===== src/rtl/sle_pkg.sv =====
// Shared types and codes for the sequential list engine.
// No dependencies; compiled first.
`default_nettype none

package sle_pkg;

	// Request operation codes; code 7 is unused and answers with no change
	typedef enum logic [2:0] {
		MD_APPEND     = 3'd0,
		MD_PUSH_FRONT = 3'd1,
		MD_INSERT     = 3'd2,
		MD_POP_BACK   = 3'd3,
		MD_POP_FRONT  = 3'd4,
		MD_ERASE      = 3'd5,
		MD_FIND       = 3'd6
	} mode_t;

	// Result status codes
	typedef enum logic [1:0] {
		ST_OK    = 2'd0,
		ST_FULL  = 2'd1,
		ST_EMPTY = 2'd2,
		ST_RANGE = 2'd3
	} status_t;

	localparam int MODE_W  = 3;
	localparam int VALUE_W = 32;
	localparam int POS_W   = 4;
	localparam int STAT_W  = 2;
	localparam int FOUND_W = 5;
	localparam int COUNT_W = 5;

	// Found index reported when there is no match
	localparam logic [FOUND_W-1:0] FOUND_NONE = '1;

endpackage

`default_nettype wire


===== src/rtl/sle_req_if.sv =====
// Request channel of the sequential list engine: valid/ready plus payload.
// Depends on sle_pkg for field widths.
`default_nettype none

interface sle_req_if;
	import sle_pkg::*;

	logic                      valid;
	logic                      ready;
	logic [MODE_W-1:0]         mode;
	logic signed [VALUE_W-1:0] value;
	logic [POS_W-1:0]          position;

	modport source (output valid, output mode, output value, output position, input ready);
	modport sink   (input valid, input mode, input value, input position, output ready);
endinterface

`default_nettype wire


===== src/rtl/sle_rsp_if.sv =====
// Result channel of the sequential list engine: valid/ready plus payload.
// Depends on sle_pkg for field widths.
`default_nettype none

interface sle_rsp_if;
	import sle_pkg::*;

	logic                      valid;
	logic                      ready;
	logic [STAT_W-1:0]         status;
	logic signed [FOUND_W-1:0] found_index;
	logic [COUNT_W-1:0]        count;

	modport source (output valid, output status, output found_index, output count, input ready);
	modport sink   (input valid, input status, input found_index, input count, output ready);
endinterface

`default_nettype wire


===== src/rtl/sequential_list_engine.sv =====
// Sequential list engine: contiguous list in one synchronous memory.
// Depends on sle_pkg, sle_req_if and sle_rsp_if.
// Errors, mode 7 and a find on an empty list answer at once; append, pop back, push front into
// an empty list and erase of the last entry need no move; insert before p moves entries up from
// the tail, erase at p moves them down to the tail, find scans from the front; fronts act at p = 0.
// One request at a time, one word moved or compared per cycle; a held output register adds its
// wait, and the next request is taken the edge after the result enters it.
// Reset (arst_n low) empties the list at once; the entry memory itself is not cleared.
`default_nettype none

module sequential_list_engine #(
	parameter int CAPACITY   = 16,
	parameter int DATA_WIDTH = 32
) (
	input  wire logic clk,
	input  wire logic arst_n,
	sle_req_if.sink   req,
	sle_rsp_if.source rsp
);
	import sle_pkg::*;

	localparam int AW = (CAPACITY > 1) ? $clog2(CAPACITY) : 1;
	localparam int CW = $clog2(CAPACITY + 1);
	localparam int PW = CW + POS_W;

	typedef enum logic [2:0] {
		S_IDLE,
		S_UP,
		S_DN,
		S_FIND,
		S_FIN,
		S_DONE
	} state_t;

	state_t                  state_q;
	logic [CW-1:0]           cnt_q;
	logic [AW-1:0]           idx_q;
	logic [AW-1:0]           at_q;
	logic [DATA_WIDTH-1:0]   word_q;
	logic                    ins_q;
	logic                    wr_s1;
	logic                    cmp_s1;
	logic                    last_s1;
	logic [AW-1:0]           waddr_s1;
	logic [AW-1:0]           idx_s1;
	status_t                 res_status_q;
	logic [FOUND_W-1:0]      res_found_q;
	logic                    out_valid_q;
	logic [STAT_W-1:0]       out_status_q;
	logic [FOUND_W-1:0]      out_found_q;
	logic [COUNT_W-1:0]      out_count_q;

	logic [DATA_WIDTH-1:0]   entries_q [CAPACITY];
	logic [DATA_WIDTH-1:0]   rd_data_q;

	logic [2*VALUE_W-1:0]    value_ext;
	logic [DATA_WIDTH-1:0]   word_in;
	logic                    full;
	logic                    empty;
	logic                    pos_bad;
	logic [AW-1:0]           last_idx;
	logic [AW-1:0]           pos_idx;
	logic                    match;
	logic                    rd_en;
	logic                    mem_we;
	logic [AW-1:0]           mem_waddr;
	logic [DATA_WIDTH-1:0]   mem_wdata;

	// Decode request and list status
	always_comb begin
		value_ext = {{VALUE_W{1'b0}}, req.value};
		word_in   = value_ext[DATA_WIDTH-1:0];
		full      = (cnt_q == CW'(CAPACITY));
		empty     = (cnt_q == '0);
		pos_bad   = (PW'(req.position) >= PW'(cnt_q));
		last_idx  = AW'(cnt_q - CW'(1));
		pos_idx   = AW'(req.position);
		match     = (rd_data_q == word_q);
	end

	// Drive the memory port: reads follow idx_q, writes retire the previous read or place the new word
	always_comb begin
		case (state_q)
			S_UP, S_DN: rd_en = 1'b1;
			S_FIND:     rd_en = !(cmp_s1 && (match || last_s1));
			default:    rd_en = 1'b0;
		endcase
		if (wr_s1) begin
			mem_we    = 1'b1;
			mem_waddr = waddr_s1;
			mem_wdata = rd_data_q;
		end else begin
			mem_we    = (state_q == S_FIN) && ins_q;
			mem_waddr = at_q;
			mem_wdata = word_q;
		end
	end

	// Entry memory, one write and one registered read per cycle
	always_ff @(posedge clk) begin
		if (mem_we)
			entries_q[mem_waddr] <= mem_wdata;
		if (rd_en)
			rd_data_q <= entries_q[idx_q];
	end

	// Sequence each request and hold the result
	always_ff @(posedge clk or negedge arst_n) begin
		if (!arst_n) begin
			state_q     <= S_IDLE;
			cnt_q       <= '0;
			wr_s1       <= 1'b0;
			cmp_s1      <= 1'b0;
			out_valid_q <= 1'b0;
		end else begin
			wr_s1  <= 1'b0;
			cmp_s1 <= 1'b0;
			if (rsp.ready)
				out_valid_q <= 1'b0;
			case (state_q)
				S_IDLE: begin
					if (req.valid) begin
						word_q       <= word_in;
						res_found_q  <= FOUND_NONE;
						res_status_q <= ST_OK;
						state_q      <= S_DONE;
						case (req.mode)
							MD_APPEND, MD_PUSH_FRONT, MD_INSERT: begin
								ins_q <= 1'b1;
								if (full) begin
									res_status_q <= ST_FULL;
								end else if (req.mode == MD_INSERT && pos_bad) begin
									res_status_q <= ST_RANGE;
								end else if (req.mode == MD_APPEND || empty) begin
									at_q    <= AW'(cnt_q);
									state_q <= S_FIN;
								end else begin
									at_q    <= (req.mode == MD_PUSH_FRONT) ? '0 : pos_idx;
									idx_q   <= last_idx;
									state_q <= S_UP;
								end
							end
							MD_POP_BACK, MD_POP_FRONT, MD_ERASE: begin
								ins_q <= 1'b0;
								if (empty) begin
									res_status_q <= ST_EMPTY;
								end else if (req.mode == MD_ERASE && pos_bad) begin
									res_status_q <= ST_RANGE;
								end else if (req.mode == MD_POP_BACK) begin
									state_q <= S_FIN;
								end else if (req.mode == MD_POP_FRONT) begin
									idx_q   <= AW'(1);
									state_q <= (last_idx == '0) ? S_FIN : S_DN;
								end else begin
									idx_q   <= pos_idx + AW'(1);
									state_q <= (pos_idx == last_idx) ? S_FIN : S_DN;
								end
							end
							MD_FIND: begin
								idx_q <= '0;
								if (!empty)
									state_q <= S_FIND;
							end
							default: begin
							end
						endcase
					end
				end
				// Move entries up one place, from the tail down to the insert point
				S_UP: begin
					wr_s1    <= 1'b1;
					waddr_s1 <= idx_q + AW'(1);
					if (idx_q == at_q)
						state_q <= S_FIN;
					else
						idx_q <= idx_q - AW'(1);
				end
				// Move entries down one place, from past the gap up to the tail
				S_DN: begin
					wr_s1    <= 1'b1;
					waddr_s1 <= idx_q - AW'(1);
					if (idx_q == last_idx)
						state_q <= S_FIN;
					else
						idx_q <= idx_q + AW'(1);
				end
				// Scan entries from the front, comparing each word once its registered read returns
				S_FIND: begin
					if (cmp_s1 && match) begin
						res_found_q <= FOUND_W'(idx_s1);
						state_q     <= S_DONE;
					end else if (cmp_s1 && last_s1) begin
						state_q <= S_DONE;
					end else begin
						cmp_s1  <= 1'b1;
						idx_s1  <= idx_q;
						last_s1 <= (idx_q == last_idx);
						idx_q   <= idx_q + AW'(1);
					end
				end
				// Drain the last move, then place the new word on an insert and update the count
				S_FIN: begin
					if (!wr_s1) begin
						cnt_q   <= ins_q ? cnt_q + CW'(1) : cnt_q - CW'(1);
						state_q <= S_DONE;
					end
				end
				// Hand the result to the output register once it is free
				S_DONE: begin
					if (!out_valid_q || rsp.ready) begin
						out_valid_q  <= 1'b1;
						out_status_q <= res_status_q;
						out_found_q  <= res_found_q;
						out_count_q  <= COUNT_W'(cnt_q);
						state_q      <= S_IDLE;
					end
				end
				default: state_q <= S_IDLE;
			endcase
		end
	end

	assign req.ready       = (state_q == S_IDLE);
	assign rsp.valid       = out_valid_q;
	assign rsp.status      = out_status_q;
	assign rsp.found_index = out_found_q;
	assign rsp.count       = out_count_q;

	// Count never exceeds the capacity
	a_cnt_bound: assert property (@(posedge clk) disable iff (!arst_n)
		cnt_q <= CW'(CAPACITY))
		else $error("list count above capacity");

	// Count moves only when an operation finishes
	a_cnt_hold: assert property (@(posedge clk) disable iff (!arst_n)
		state_q != S_FIN |=> cnt_q == $past(cnt_q))
		else $error("list count changed outside finish");

	// No memory write while waiting for a request or handing off a result
	a_no_idle_wr: assert property (@(posedge clk) disable iff (!arst_n)
		(state_q == S_IDLE || state_q == S_DONE) |-> !mem_we)
		else $error("entry write while idle");

	// An accepted request always leaves idle
	a_busy: assert property (@(posedge clk) disable iff (!arst_n)
		(req.valid && req.ready) |=> state_q != S_IDLE)
		else $error("request accepted but engine idle");

	// A shift write occurs only in the shift or finish states
	a_one_wr: assert property (@(posedge clk) disable iff (!arst_n)
		wr_s1 |-> (state_q == S_UP || state_q == S_DN || state_q == S_FIN))
		else $error("shift write outside shift");

endmodule

`default_nettype wire

===== src/flat_wrapper.sv =====
// flat-port wrapper written by rule: the top's interface ports become plain ports
module sequential_list_engine_flat import sle_pkg::*;
#(
	parameter int CAPACITY   = 16,
	parameter int DATA_WIDTH = 32
)
  (clk, arst_n, req_valid, req_mode, req_value, req_position, req_ready, rsp_valid, rsp_status, rsp_found_index, rsp_count, rsp_ready);
  sle_req_if req_i ();
  sle_rsp_if rsp_i ();
  input  wire logic clk;
  input  wire logic arst_n;
  input wire logic [$bits(req_i.valid)-1:0] req_valid;
  input wire logic [$bits(req_i.mode)-1:0] req_mode;
  input wire logic [$bits(req_i.value)-1:0] req_value;
  input wire logic [$bits(req_i.position)-1:0] req_position;
  output wire logic [$bits(req_i.ready)-1:0] req_ready;
  output wire logic [$bits(rsp_i.valid)-1:0] rsp_valid;
  output wire logic [$bits(rsp_i.status)-1:0] rsp_status;
  output wire logic [$bits(rsp_i.found_index)-1:0] rsp_found_index;
  output wire logic [$bits(rsp_i.count)-1:0] rsp_count;
  input wire logic [$bits(rsp_i.ready)-1:0] rsp_ready;
  assign req_i.valid = req_valid;
  assign req_i.mode = req_mode;
  assign req_i.value = req_value;
  assign req_i.position = req_position;
  assign req_ready = req_i.ready;
  assign rsp_valid = rsp_i.valid;
  assign rsp_status = rsp_i.status;
  assign rsp_found_index = rsp_i.found_index;
  assign rsp_count = rsp_i.count;
  assign rsp_i.ready = rsp_ready;
  sequential_list_engine #(.CAPACITY(CAPACITY), .DATA_WIDTH(DATA_WIDTH)) u_core (.clk(clk), .arst_n(arst_n), .req(req_i), .rsp(rsp_i));
endmodule

===== config.mk =====
export PLATFORM = sky130hd
export DESIGN_NAME = sequential_list_engine_flat
export DESIGN_NICKNAME = d
export VERILOG_FILES = /design/src/rtl/sle_pkg.sv /design/src/rtl/sle_req_if.sv /design/src/rtl/sle_rsp_if.sv /design/src/rtl/sequential_list_engine.sv /design/src/flat_wrapper.sv
export SDC_FILE = /design/constraint.sdc
export NUM_CORES = 1
export LEC_CHECK = 0
export BUFFER_PORTS_ARGS = -buffer_cell sky130_fd_sc_hd__buf_4
export CAP_MARGIN = 20
export CORE_UTILIZATION = 39
export DETAILED_ROUTE_END_ITERATION = 8
export GPL_ROUTABILITY_DRIVEN = 0
export SLEW_MARGIN = 20
export SYNTH_ARGS = -nofsm -noshare
export SYNTH_HDL_FRONTEND = slang
export SYNTH_SLANG_ARGS = --single-unit

===== constraint.sdc =====
create_clock -name clk -period 4.46 [get_ports clk]
set_clock_uncertainty 0.2 [all_clocks]
set_input_delay 0.446 -clock clk [delete_from_list [all_inputs] [get_ports clk]]
set_output_delay 0.446 -clock clk [all_outputs]
set_load 0.005 [all_outputs]

# Yosys cells after proc, flatten, opt, wreduce, memory -nomap -nowiden
# Memory sizes are Yosys's and may differ from the RTL's. A register that Yosys moved wholly into a read port is not among the register bits.
# Index checks and enable logic that the tools add are counted.
# Widths: inputs -> output; s select.
# word_totals
word_cells,154
mem_count,1
regBits,80
ram_bits,512
inputBits,43
# classes
eq_ne,34
n_bitwise,5
n_addsub,5
order_cmp,1
mux,59
reduce_logical,32
# mem_list
name,depth,width,read_ports,rd_clocked_by_memory_dff,write_ports,line,rtl
u_core.entries_q,16,32,1,1,1,sequential_list_engine.sv:53,logic [DATA_WIDTH-1:0] entries_q [CAPACITY];
# ops
operator,n
$mux 4,15
$mux 3,17
$eq 32x32->1,1
$mux 32,1
$ne 3x3->1 const B,6
$pmux 3 s6,1
$pmux 4 s4,1
$eq 3x3->1 const B,5
$mux 5,3
$reduce_and 14->1,1
$eq 3x2->1 const B,4
$eq 4x4->1,3
$ne 2x2->1 const B,6
$pmux 4 s3,1
$reduce_and 4->1,3
$reduce_and 6->1,2
$mux 1,10
$pmux 5 s2,1
$pmux 3 s3,1
$add 4x1->4 const B,2
$mux 2,4
$ne 2x1->1 const B,4
$pmux 4 s2,1
$eq 3x1->1 const B,2
22 further kinds,41

# Depth between registers and ports, before layout
# logic_depth
depth_word,10
ltp_mapped,9
ltp_nobuf,8

# Least setup slack after synthesis
# No wires, ideal clock.
# synth_path
path_kind,reg2reg
from,register u_core.wr_s1
to,"memory u_core.entries_q[14][0], enable pin"
t_arrival_ps,2575
synth_period_minus_slack_ps,3196
setup_ps,421
stages_incl_launch_ff,5
path_buffers,2
slack_ps,1264
cell_sequence,dfrtp_1 > clkbuf_1 > buf_1 > a31oi_1 > nor2_1
# synth_between
elab_chain_cells,3
elab_cells_between_ends,4
# synth_rtl
element,line,rtl
"start, declared",sequential_list_engine.sv:41,logic wr_s1;
"start signal, assigned",sequential_list_engine.sv:112,wr_s1 <= 1'b0;
"start signal, assigned",sequential_list_engine.sv:116,wr_s1 <= 1'b0;
"start signal, assigned",sequential_list_engine.sv:171,wr_s1 <= 1'b1;
$mux 1,sequential_list_engine.sv:88,if (wr_s1) begin
$mux 1,sequential_list_engine.sv:101,if (mem_we)
$mux 1 (implied by the code),sequential_list_engine.sv:102,entries_q[mem_waddr] <= mem_wdata;
"end, declared",sequential_list_engine.sv:53,
# Parallel ways exist; a longest one is shown, timed or not.

# Worst setup path after layout
# layout_path
from,register u_core.cnt_q[2]
to,"register u_core.idx_q[3], enable pin"
# layout_between
elab_chain_cells,4
elab_cells_between_ends,15
# layout_rtl
element,line,rtl
"start, declared",sequential_list_engine.sv:36,logic [CW-1:0] cnt_q;
"start signal, assigned",sequential_list_engine.sv:204,cnt_q <= ins_q ? cnt_q + CW'(1) : cnt_q - CW'(1);
"$sub 5x1->5, or another cell as far along",sequential_list_engine.sv:76,last_idx = AW'(cnt_q - CW'(1));
"$eq 4x4->1, or another cell as far along",sequential_list_engine.sv:182,if (idx_q == last_idx)
$ne 2x2->1 (no source line) or $ne 3x3->1 (tied branches),n/a,
$reduce_and 14->1 (no source line) *,n/a,
"end signal, assigned",sequential_list_engine.sv:176,idx_q <= idx_q - AW'(1);
"end signal, assigned",sequential_list_engine.sv:185,idx_q <= idx_q + AW'(1);
"end signal, assigned",sequential_list_engine.sv:198,idx_q <= idx_q + AW'(1);
"end, declared",sequential_list_engine.sv:37,logic [AW-1:0] idx_q;
# Mark *: on every way between the ends. The rest lies on a longest branch, timed or not.
# A chain may end at the register's enable or synchronous reset.

==> results by group <==
Synthesis
  • Synth async-reset ratio: 1.76%
  • Multiplexer share of the synthesized area: 12.4%
  • Ys flop type: edfxtp_1
  • Synthesized area per cell: 17.5 µm²
  • Yosys warnings: 0
  • Number of synthesized register bits: 624
  • Sequential-to-total area share from yosys stat: 73.7%
  • Adder-Cell Fraction of Synth Area: 0.543%
  • Post-synthesis cell count: 1453
  • Post-synth EDFFs: 613
  • Synth Area in XOR/XNOR: 2.05%
  • Largest family of logic cells by synthesized area: multiplexers
  • Post-Syn Area: 0.0254 mm²
  • Synth unique cells: 65
  • Post-Synthesis Net Count: 1507
  • Simple-gate share of the synthesized area: 4.18%
  • Compound-Gate Fraction of Synth Area: 5.53%

Finish
  • Fraction of layout cells with a size suffix above 1: 18.6%
  • Area grow syn2layout: 15.3%
  • Fillers: 5433
  • Commonest non-fill, non-tap cell in the layout: edfxtp_1
  • Multi-input logic area: 0.00641 mm²
  • Design Area, Final: 0.0292 mm²
  • Nets: 1621
  • Flip-flop and latch area: 0.0187 mm²
  • Most frequent cells in the layout: edfxtp_1, mux2i_1, nand2_1

Timing
  • Final Slew Violations: 0
  • Min Clock Period, post-route: 3.31 ns
  • Slew @ Worst Pin: 0.969 ns
  • Post-route setup slack: 1.15 ns
  • Unrepaired setup endpoints after global routing: false
  • Fin Hold WS: 0.0246 ns
  • Peak Freq: 302 MHz
  • Max-slew headroom: 35.1%
  • Final worst-path cycle share: 74.2%
  • Final hold violation count: 0
  • Setup TNS: 0 ns
  • Setup violations, final: 0

Floorplanning
  • Core box area: 0.0643 mm²
  • Die area: 0.0661 mm²
  • Row cnt: 93
  • Initial core utilization: 39.4%
  • Top Ports: 57
  • Die height: 257 µm
  • Die X: 257 µm

Power and ir drop
  • Net Switching: 5.38 mW
  • Flop pwr share: 46.1%
  • Internal cell power: 12.2 mW
  • Peak VDD IR: 0.383 mV
  • Sw frac: 30.7%
  • Clock power share: 28.2%
  • Power density over the cells: 600 mW/mm²
  • Lkg Pwr: 9.76 nW
  • Tot Pwr: 17.6 mW
  • Gate power share: 25.7%

Route
  • 1st-iter DRT viols: 1247
  • Avg WL per Cell: 23.7 µm
  • Via count: 13500
  • Routed Antenna Nets: 0
  • Routed WL: 58700 µm
  • TritonRoute pass-1 iters: 4
  • Vias per cell: 5.46
  • DRC errors left: 0

Critical path
  • CP peak stage delay: 0.65 ns
  • Critical path data required time: 4.52 ns
  • Kind of end point of the critical path: flip-flop
  • Most frequent CP cell: o21ai_0
  • CP max FO: 13
  • Slowest CP cell: dfrtp_1
  • CP Cell Sequence: inv_1 -> ha_1 -> a21o_1 -> a221oi_2 -> o21ai_0 -> a21oi_1 -> o21ai_0 -> a211oi_1
  • Startpoint Class: flip-flop
  • Worst path arrival time: 3.37 ns
  • WS Path Type: reg2reg

Global route
  • Number of global-route vias before repair: 13400
  • Global route overflow: 0
  • Largest net degree at the start of global routing: 85
  • Gr usage total: 17.7%
  • First-pass GRT wire length: 86900 µm
  • Initial antenna violation count: 2

Min path
  • HP Class: in2reg

Place
  • Placed cell area: 0.0270 mm²
  • Pre-CTS setup slack: 1.20 ns
  • Hpwl dp: 34400 µm
  • Buffers on Ports: 56

Outcome
  • Status: completed

Clock tree
  • Root buffer cell: clkbuf_16
  • Skew-Pair Late Insertion Delay: 0.63 ns
  • CTS resizes: 0
  • Sink Count: 624
  • Reg clk slew, reported paths: 0.06 ns
  • CTS max path bufs: 3
  • TritonCTS clock tree: done
  • H-tree depth: 2
  • Cts bufs inserted: 61

Job
  • MaxCap Viol Count: 0
## cell families after synthesis
kind of cell	Yosys count
AO/OA/AOI/OAI	208
XOR/XNOR	54
adder cells (fa/ha/maj)	11
buffers and inverters	96
flip-flops	624
multiplexers	230
AND/OR/NAND/NOR	230
## stage by stage
step / std cells / utilization, %
after floorplan: 1453 / -
after global placement: 2323 / 41.9
after detailed placement: 2323 / 41.9
after CTS: 2470 / 45.4
after global routing: 2470 / 45.4
final: 2471 / 45.4
## cells in the mapped netlist, types with 9 or more instances
master	n	area share [%]
ha_1	11	0.54
xor2_1	13	0.45
clkbuf_1	39	0.58
o21ai_0	47	0.93
buf_2	26	0.51
inv_1	20	0.30
edfxtp_1	613	73
nand2b_1	10	0.25
xnor2_1	38	1.3
a221oi_1	34	1.2
mux4_2	64	5.7
nand3_1	9	0.18
nand4_1	9	0.22
nor2_1	67	0.99
a22oi_1	33	0.98
mux2i_1	132	5.2
a21oi_1	50	0.99
nand2_1	90	1.3
dfrtp_1	11	1.1
nor3_1	11	0.22
mux2_2	33	1.5
## timing repair
| action | in CTS | in global routing |
|---|---|---|
| hold buffers | 36 | 0 |
| setup buffers | 0 | 0 |
| hold endpoints to repair | 46 | 0 |
## power by group through the flow
| stage | Clock (mW) | Combinational, mW | Sequential, mW |
|---|---|---|---|
| finish | 4.95 | 4.51 | 8.09 |
| global route | 5.24 | 4.88 | 8.15 |
| CTS | 5.05 | 4.56 | 8.09 |
| detailed placement | 0 | 4.51 | 8.21 |
| global placement | 0 | 4.48 | 8.18 |
| floorplan | 0 | 3.19 | 8.00 |
## area by class of cell
type	count	share of cell area (%)
multi-input combinational	733	21.9
timing repair buffer	126	3.76
tap	855	3.66
inverter	21	0.270
clock inverter	38	1.14
sequential	624	63.9
antenna	1	0.00856
clock buffer	73	5.37
## final timing paths
kind,slack [ns],cells after the start,startpoint,end
max,1.15,8,u_core.cnt_q[2],u_core.idx_q[3]
min,0.02,2,req_position[3],u_core.at_q[3]
max reg2reg,1.15,8,u_core.cnt_q[2],u_core.idx_q[3]
min reg2reg,0.22,0,u_core.res_found_q[4],u_core.rsp.found_index[4]
max in group asynchronous,3.81,2,arst_n,u_core.wr_s1
min in group asynchronous,0.03,2,arst_n,u_core.state_q[1]
## worst max-delay path: cells and delay by family (launching register included)
kind | cells | cell delay (ns)
AOI/OAI and AO/OA | 6 | 1.62
DFF | 1 | 0.65
buffers and inverters | 1 | 0.15
adders and majority gates | 1 | 0.31
## layer usage
metal / vias to the layer above / GRT usage, % / routed length [µm]
met1: 6971 / 25.3 / 26000
met3: 84 / 3.15 / 3700
met2: 429 / 28.0 / 27700
li1: 6018 / - / -
met5: - / 0 / 13
met4: 2 / 4.86 / 1210
## sequential cells by signal (all words and copies together) (netlist names)
signal	flops
u_core.at_q	4
u_core.cmp_s1	1
u_core.cnt_q	5
u_core.entries_q	512
u_core.idx_q	4
u_core.idx_s1	4
u_core.ins_q	1
u_core.last_s1	1
u_core.rd_data_q	32
u_core.res_found_q	5
u_core.res_status_q	2
u_core.rsp.count	5
u_core.rsp.found_index	5
u_core.rsp.status	2
u_core.rsp.valid	1
u_core.state_q	3
u_core.waddr_s1	4
u_core.word_q	32
u_core.wr_s1	1
Power figures use the tool's default switching activity.
